### config.mk
export PLATFORM = sky130hd
export DESIGN_NAME = bu2x_emit
export DESIGN_NICKNAME = d
export VERILOG_FILES = /design/src/rtl/bilinear_upscale_2x_unit_assert.svh /design/src/rtl/bu2x_pkg.sv /design/src/rtl/bu2x_emit.sv
export SDC_FILE = /design/constraint.sdc
export NUM_CORES = 1
export LEC_CHECK = 0
export ABC_AREA = 1
export BUFFER_PORTS_ARGS = -buffer_cell sky130_fd_sc_hd__clkbuf_2
export CELL_PAD_IN_SITES_DETAIL_PLACEMENT = 0
export CELL_PAD_IN_SITES_GLOBAL_PLACEMENT = 1
export CORE_UTILIZATION = 42
export DETAILED_ROUTE_END_ITERATION = 10
export GPL_TIMING_DRIVEN = 0
export PLACE_DENSITY = 0.91
export SYNTH_ARGS = -nofsm -noshare
export SYNTH_HDL_FRONTEND = slang
export SYNTH_SLANG_ARGS = --single-unit
### constraint.sdc
create_clock -name clk -period 9.65 [get_ports clk]
set_input_delay 1.4475 -clock clk [delete_from_list [all_inputs] [get_ports clk]]
set_output_delay 1.4475 -clock clk [all_outputs]
set_load 0.1 [all_outputs]
### src/rtl/bilinear_upscale_2x_unit_assert.svh
// Assertion macros for the 2x bilinear upscaler.
// Needs no package; included by the top level only.
`ifndef BILINEAR_UPSCALE_2X_UNIT_ASSERT_SVH
`define BILINEAR_UPSCALE_2X_UNIT_ASSERT_SVH

// Same-cycle implication, checked while out of reset.
`define BU2X_ASSERT_NOW(label, clk, rst_n, ante, cons) \
	label: assert property (@(posedge clk) disable iff (!(rst_n)) (ante) |-> (cons)) \
		else $error("bu2x check failed");

// Next-cycle implication, checked while out of reset.
`define BU2X_ASSERT_NEXT(label, clk, rst_n, ante, cons) \
	label: assert property (@(posedge clk) disable iff (!(rst_n)) (ante) |=> (cons)) \
		else $error("bu2x check failed");

`endif

### src/rtl/bu2x_pkg.sv
// Shared types and constants of the 2x bilinear upscaler.
// No dependencies; used by all modules of the block except bu2x_ram.
package bu2x_pkg;

	// Counter and register widths.
	localparam int CNT_BITS = 10;
	localparam int CFG_BITS = 11;
	localparam logic [CFG_BITS-1:0] MAX_ROWS = 11'd1024;

	// Configuration register indexes.
	localparam logic [1:0] REG_WIDTH  = 2'd0;
	localparam logic [1:0] REG_HEIGHT = 2'd1;
	localparam logic [1:0] REG_MODE   = 2'd2;

	// Block slots an item can cause, in emission order.
	localparam logic [1:0] SLOT_UP_LEFT = 2'd0; // block (row-1, col-1)
	localparam logic [1:0] SLOT_LEFT    = 2'd1; // block (row,   col-1)
	localparam logic [1:0] SLOT_UP      = 2'd2; // block (row-1, col)
	localparam logic [1:0] SLOT_SELF    = 2'd3; // block (row,   col)

	// Neighborhood pixel positions handed to the output stage.
	localparam int PIX_PREV_UP = 0; // previous column, row above
	localparam int PIX_UP      = 1; // this column, row above
	localparam int PIX_PREV    = 2; // previous column, this row
	localparam int PIX_CUR     = 3; // this pixel

	// Which blocks an item causes and where the item sits.
	typedef struct packed {
		logic [3:0]          mask;
		logic [CNT_BITS-1:0] row;
		logic [CNT_BITS-1:0] col;
	} bu2x_hdr_t;

endpackage

### src/rtl/bu2x_emit.sv
// Output stage: holds one item's blocks and sends them one per cycle while out_ready is high.
// Depends on bu2x_pkg.
module bu2x_emit #(
	parameter int PIXEL_BITS = 8
) (
	input  logic                                clk,
	input  logic                                arst_n,
	input  logic                                load,
	input  bu2x_pkg::bu2x_hdr_t                 hdr,
	input  logic [3:0][PIXEL_BITS-1:0]          pix,
	input  logic                                mode,
	output logic                                s2_free,
	output logic                                out_valid,
	input  logic                                out_ready,
	output logic [bu2x_pkg::CNT_BITS-1:0]       src_row,
	output logic [bu2x_pkg::CNT_BITS-1:0]       src_col,
	output logic [PIXEL_BITS-1:0]               top_left,
	output logic [PIXEL_BITS-1:0]               top_right,
	output logic [PIXEL_BITS-1:0]               bottom_left,
	output logic [PIXEL_BITS-1:0]               bottom_right,
	output logic                                run_last
);

	logic [3:0]                    mask_s2, pop;
	logic [bu2x_pkg::CNT_BITS-1:0] row_s2, col_s2;
	logic [3:0][PIXEL_BITS-1:0]    pix_s2;
	logic [1:0]                    slot;
	logic [PIXEL_BITS-1:0]         pa, pb, pc, pd;
	logic [PIXEL_BITS:0]           sum_ab, sum_ac;
	logic [PIXEL_BITS+1:0]         sum_all;

	// Remaining blocks after the current one goes out.
	assign pop       = mask_s2 & (mask_s2 - 4'd1);
	assign out_valid = mask_s2 != '0;
	assign s2_free   = !out_valid || (out_ready && (pop == '0));
	assign run_last  = pop == '0;

	// Pending-block mask.
	always_ff @(posedge clk or negedge arst_n) begin
		if (!arst_n) begin
			mask_s2 <= '0;
		end else if (load) begin
			mask_s2 <= hdr.mask;
		end else if (out_valid && out_ready) begin
			mask_s2 <= pop;
		end
	end

	// Item position and neighborhood.
	always_ff @(posedge clk) begin
		if (load) begin
			row_s2 <= hdr.row;
			col_s2 <= hdr.col;
			pix_s2 <= pix;
		end
	end

	// Lowest pending slot goes first.
	always_comb begin
		if (mask_s2[0]) begin
			slot = bu2x_pkg::SLOT_UP_LEFT;
		end else if (mask_s2[1]) begin
			slot = bu2x_pkg::SLOT_LEFT;
		end else if (mask_s2[2]) begin
			slot = bu2x_pkg::SLOT_UP;
		end else begin
			slot = bu2x_pkg::SLOT_SELF;
		end
	end

	// Corner pixels of the selected block, edges replicated.
	always_comb begin
		case (slot)
			bu2x_pkg::SLOT_UP_LEFT: begin
				pa = pix_s2[bu2x_pkg::PIX_PREV_UP];
				pb = pix_s2[bu2x_pkg::PIX_UP];
				pc = pix_s2[bu2x_pkg::PIX_PREV];
				pd = pix_s2[bu2x_pkg::PIX_CUR];
			end
			bu2x_pkg::SLOT_LEFT: begin
				pa = pix_s2[bu2x_pkg::PIX_PREV];
				pb = pix_s2[bu2x_pkg::PIX_CUR];
				pc = pix_s2[bu2x_pkg::PIX_PREV];
				pd = pix_s2[bu2x_pkg::PIX_CUR];
			end
			bu2x_pkg::SLOT_UP: begin
				pa = pix_s2[bu2x_pkg::PIX_UP];
				pb = pix_s2[bu2x_pkg::PIX_UP];
				pc = pix_s2[bu2x_pkg::PIX_CUR];
				pd = pix_s2[bu2x_pkg::PIX_CUR];
			end
			default: begin
				pa = pix_s2[bu2x_pkg::PIX_CUR];
				pb = pix_s2[bu2x_pkg::PIX_CUR];
				pc = pix_s2[bu2x_pkg::PIX_CUR];
				pd = pix_s2[bu2x_pkg::PIX_CUR];
			end
		endcase
	end

	// Averages, truncated toward zero.
	assign sum_ab  = {1'b0, pa} + {1'b0, pb};
	assign sum_ac  = {1'b0, pa} + {1'b0, pc};
	assign sum_all = {2'b00, pa} + {2'b00, pb} + {2'b00, pc} + {2'b00, pd};

	assign top_left     = pa;
	assign top_right    = mode ? sum_ab[PIXEL_BITS:1] : pa;
	assign bottom_left  = mode ? sum_ac[PIXEL_BITS:1] : pa;
	assign bottom_right = mode ? sum_all[PIXEL_BITS+1:2] : pa;

	// Block position relative to the item that caused it.
	assign src_row = slot[0] ? row_s2 : row_s2 - 10'd1;
	assign src_col = slot[1] ? col_s2 : col_s2 - 10'd1;

endmodule

-- Word level (Yosys, flattened, before mapping)
Cells that the tools add are included.
- input port bits: 61
- logic and storage cells: 41
- register bits after elaboration: 56
- muxes and demuxes: 13
- reduce and logical (&&, ||, !) cells: 10
- bitwise logic cells: 1
- add/subtract/negate cells: 8
- eq/ne operators: 2
- operators by type and width (kind ; count):
    8-bit two-way mux ; 5
    8-bit by 8-bit adder with 9-bit output ; 3
    8-bit one-hot mux with 3 select lines ; 1
    10-bit two-way mux ; 2
    10-bit by 1-bit subtractor with 10-bit output (second input constant) ; 2
    10-bit by 8-bit adder with 10-bit output ; 1
    9-bit by 8-bit adder with 10-bit output ; 1
    4-bit two-way mux ; 2
    4-bit AND ; 1
    4-bit zero test ; 1
    2-bit two-way mux ; 2
    4-bit nonzero test ; 1
    2-bit OR reduction ; 2
    4-bit by 1-bit subtractor with 4-bit output (second input constant) ; 1
    2-bit by 1-bit equality test with 1-bit output (second input constant) ; 1
    2-bit equality test (second input constant) ; 1
    1-bit logical AND ; 2
    2-bit zero test ; 1
    2-bit nonzero test ; 1
    1-bit zero test ; 1
    1-bit logical OR ; 1
    1-bit two-way mux ; 1

-- Logic depth before layout (Yosys ltp)
- word-level depth: 10
- mapped depth: 24
- depth with buffers taken out: 23

-- Worst setup path after synthesis
No wires, ideal clock.
- path type: register to output
- start point: register mask_s2[0]
- end point: output bottom_right[6]
- arrival: 6.687 ns
- stages on the path, launching flop included: 16
- setup slack: 1.515 ns
- cells stage by stage: dfrtp_1 > inv_2 > nand2_4 > nor2_4 > inv_1 > o211ai_1 > inv_1 > fa_1 > fa_1 > inv_1 > ha_1 > a21o_1 > a31oi_1 > o21ai_0 > xnor2_1 > o21ai_0
- elaborated cells between the ends (all ways): 13
- those cells by class: 3 x add/sub; 2 x eq/ne; 5 x mux; 3 x reduce/logical
- RTL lines (what ; RTL line ; source):
    start, declared ; bu2x_emit.sv:24 ; logic [3:0] mask_s2, pop;
    start signal, assigned ; bu2x_emit.sv:43 ; mask_s2 <= hdr.mask;
    start signal, assigned ; bu2x_emit.sv:45 ; mask_s2 <= pop;
    2-bit two-way mux * ; bu2x_emit.sv:60 ; if (mask_s2[0]) begin
    2-bit equality test, or another cell as far along ; bu2x_emit.sv:73 ; case (slot)
    8-bit one-hot mux with 3 select lines * ; bu2x_emit.sv:73 ;
    named net top_left[7] ; bu2x_emit.sv:17 ; output logic [PIXEL_BITS-1:0] top_left,
    8-bit by 8-bit adder with 9-bit output * ; bu2x_emit.sv:104 ; assign sum_all = {2'b00, pa} + {2'b00, pb} + {2'b00, pc} + {2'b00, pd};
    9-bit by 8-bit adder with 10-bit output * ; bu2x_emit.sv:104 ;
    10-bit by 8-bit adder with 10-bit output * ; bu2x_emit.sv:104 ;
    8-bit two-way mux * ; bu2x_emit.sv:109 ; assign bottom_right = mode ? sum_all[PIXEL_BITS+1:2] : pa;
    end, declared ; bu2x_emit.sv:20 ; output logic [PIXEL_BITS-1:0] bottom_right,
The timed path passes the listed nets; every way through them passes the cells marked *.

-- Final worst setup path
- start point: register mask_s2[2]
- end point: output bottom_right[5]
- longest elaborated chain between the ends: 10
- elaborated cells between the ends (all ways): 15
- those cells by class: 3 x add/sub; 2 x eq/ne; 7 x mux; 3 x reduce/logical
- ends and longest elaborated chain (what ; RTL line ; source):
    1-bit two-way mux * ; bu2x_emit.sv:64 ; end else if (mask_s2[2]) begin
    2-bit two-way mux * ; bu2x_emit.sv:62 ; end else if (mask_s2[1]) begin
    2-bit two-way mux * ; bu2x_emit.sv:60 ;
    2-bit equality test or 2-bit zero test (tied branches) ; bu2x_emit.sv:73 ;
    2-bit OR reduction (no line) ; -- ;
    8-bit two-way mux ; bu2x_emit.sv:73 ;
    8-bit by 8-bit adder with 9-bit output ; bu2x_emit.sv:104 ;
    9-bit by 8-bit adder with 10-bit output ; bu2x_emit.sv:104 ;
    10-bit by 8-bit adder with 10-bit output ; bu2x_emit.sv:104 ;
    8-bit two-way mux * ; bu2x_emit.sv:109 ;
Every way passes the cells marked *; elsewhere a longest branch is shown, timed or not.

==> impl_results.md <==
- Outcome: completed
- CP Class: flip-flop to output pin
- Worst Hold Class: flip-flop to flip-flop
- Global route overflow: 0
- Cell Area, Placed: 0.00493 mm^2
- Synth cell count leaders: nand2_1 (116), inv_1 (98), edfxtp_1 (52), nor2_1 (32), o21ai_0 (31)
- ANT nets after route: 0
- Vias per std cell: 4.77
- Minimum clock period: 6.31 ns
- Root buffer cell: clkbuf_8
- Unrepaired setup endpoints after global routing: no
- Gr usage total: 19.2%
- Worst setup path startpoint: mask_s2[2]$_DFFE_PN0P_
- DRC viols: 0
- Clk_skew: 0.000419 ns
- Iter 0 DRT Violations: 137
- PwrDens: 292 mW/mm^2
- Htree depth: 2
- Top_reg_cell synth: edfxtp_1
- Final hold violations: 0
- Max Cap Violations: 0
- Syn avg cell area: 8.50 um^2
- Clk Latency, worst-skew pair: 0.29 ns
- Clk slew on worst S/H paths: 0.09 ns
- Hold Buf Count CTS: 0
- Post-synthesis cell area: 0.00418 mm^2
- Final setup violating endpoints: 0
- Synth top area cells: edfxtp_1 (37%), nand2_1 (10%), inv_1 (8.8%)
- Setup crit end kind: output pin
- Synth warn: 0
- #FFs+latches synth: 56
- Post-CTS setup buffer count: 0
- Cell taking the most area after synthesis: edfxtp_1
- Via count: 3565
- Max Root-Sink Buffers: 2
- Detailed Route WL: 9520 um
- Clock Sinks: 56
- Number of synthesized flops with an enable pin: 52
- Layout Nets: 717
- WHS Endpoint: mask_s2[1]$_DFFE_PN0P_
- FP Rows: 36
- CTS tree: done
- Total chip power: 1470 uW
- Ant. Diodes: 0
- Post-Syn Nets: 595
- Area delta synth->final: 19.9%
- CTS Buf Count: 5
- Crit path launch type: flip-flop
- CORE AREA: 0.00973 mm^2
- Vias in the first global route: 3417
- DP Wirelength: 8070 um
- Post_cts resized: 0
- Post-Layout Inst Area: 0.00502 mm^2
- Die Ht: 102 um
- Reg2Reg Setup Slack: 8.24 ns
- Routed WL per cell: 12.7 um
- Wl on met1: 4370 um
- Initial antenna violation count: 0
- Starting Density: 43.0%
- Filler Cell Count: 948
- Metal2 WL: 4310 um
- Share of layout cells above drive strength 1: 23.1%
- Max Fanout on Critical Path: 10
- Mapped Cells: 492
- Share of the synthesized area in the top cell type: 37.3%
- Max Freq: 158 MHz
- Port Buffers: 115
- Worst Path Required: 8.20 ns
- First-pass GRT wire length: 15600 um
- Slew margin rel.: 14.7%
- Drt first pass iters: 4
- Worst Reg-to-Reg Cells: 7
- Critical Path AT: 4.87 ns
- Die footprint: 0.0104 mm^2
- Leakage Power: 0.00255 uW
- Post-route worst setup slack: 3.34 ns
- Final period utilization: 65.4%
- Met3 routed WL: 770 um
- Hold Path Cell Cnt: 2
- Setup tns final: 0 ns
- Largest net degree at the start of global routing: 56
- Sequential share of the synthesized area: 39.7%
- Hold Path Origin: mask_s2[1]$_DFFE_PN0P_
- Final slew viol count: 0
- Peak VDD IR: 0.000156 V
- Final hold slack: 0.629 ns
- Die Wd: 102 um
- Top layer in use: met4
- Terminus of the critical flop-to-flop path: mask_s2[1]$_DFFE_PN0P_
- Place WS: 3.72 ns
- Netlist cell types: 37
- GP Congestion: 0.833
- RR Startpoint: mask_s2[1]$_DFFE_PN0P_
- Top-level I/O count: 116
- Slew @ Worst Pin: 1.28 ns
- Post-synth ARST share: 7.14%
- Most frequent cell after synthesis: nand2_1
cell families (layout without fill, tap and decap cells):
logic type	count (synthesis)	count (layout)	share of synthesized area, %
adders and majority gates	42	42	15.8
DFF	56	56	39.7
AOI/OAI and AO/OA	80	80	11.0
buffers and inverters	111	234	10.0
xor gates and xnor gates	21	21	4.40
and+or+nand+nor	182	182	19.1
metal layers:
metal / vias up / track usage [%]
li1: 1840 / -
met4: 0 / 4.07
met5: - / 0
met3: 4 / 4.51
met2: 115 / 32.0
met1: 1606 / 25.8
flip-flops by register name, indices dropped and copies added (netlist names):
signal,flops
pix_s2,24
col_s2,10
row_s2,10
pd,8
mask_s2,4
critical path, stage by stage, from the launching register on:
cell and delay, ns:
dfrtp_1 0.51, nand2_2 0.12, nand2_4 0.11, clkbuf_1 0.45, o21ai_0 0.32, fa_1 0.54, fa_1 0.51, nand2_1 0.05
nor2_1 0.13, inv_1 0.07, fa_1 0.39, nor2_1 0.17, o21ai_0 0.15, nand2_1 0.14, nand2_1 0.09, nand2_1 0.07
nand2_1 0.04, nand2_1 0.08, nor2_1 0.04, o21ai_1 0.13, clkbuf_2 0.47
power breakdown:
group	switching (uW)	total [uW]	internal (uW)
sequential	12.4	300	288
clock	66.4	124	57.4
combinational	818	1040	225
total	897	1470	570
metrics by stage:
stage / utilization (%) / cells
after floorplan: - / 492
after global placement: 50.6 / 740
after detailed placement: 50.6 / 740
after CTS: 51.6 / 748
after global routing: 51.6 / 748
final: 51.6 / 748
cell usage in the layout, fill, tap and decap left out, types with 9 or more instances in the layout:
master    Yosys  routed
inv_1        98      98
fa_1         18      18
nand2_1     116     116
nor2_1       32      32
edfxtp_1     52      52
o21ai_1       9       9
ha_1         24      24
xor2_1       15      15
a21oi_1      19      19
nand3_1      15      15
o21ai_0      31      31
clkbuf_2      0     115
cell type report:
type / count / area, um^2 / area share, %
Clock inverter: 2 / 10.0 / 0.199
Tap cell: 133 / 166 / 3.32
Timing Repair Buffer: 115 / 576 / 11.5
Multi-Input combinational cell: 325 / 2100 / 41.9
Inverter: 104 / 390 / 7.78
Clock buffer: 6 / 82.6 / 1.65
Sequential cell: 56 / 1660 / 33.1
Buffer: 7 / 28.8 / 0.573
how the worst max path moves through the flow:
stage / cells after the start / to / slack, ns
global placement: 20 / bottom_right[5] / 3.75
CTS: 21 / bottom_right[5] / 3.37
finish: 20 / bottom_right[5] / 3.34
floorplan: 15 / bottom_right[6] / 1.52
global route: 21 / bottom_right[5] / 3.00
detailed placement: 20 / bottom_right[5] / 3.72
Power figures use the tool's default switching activity.
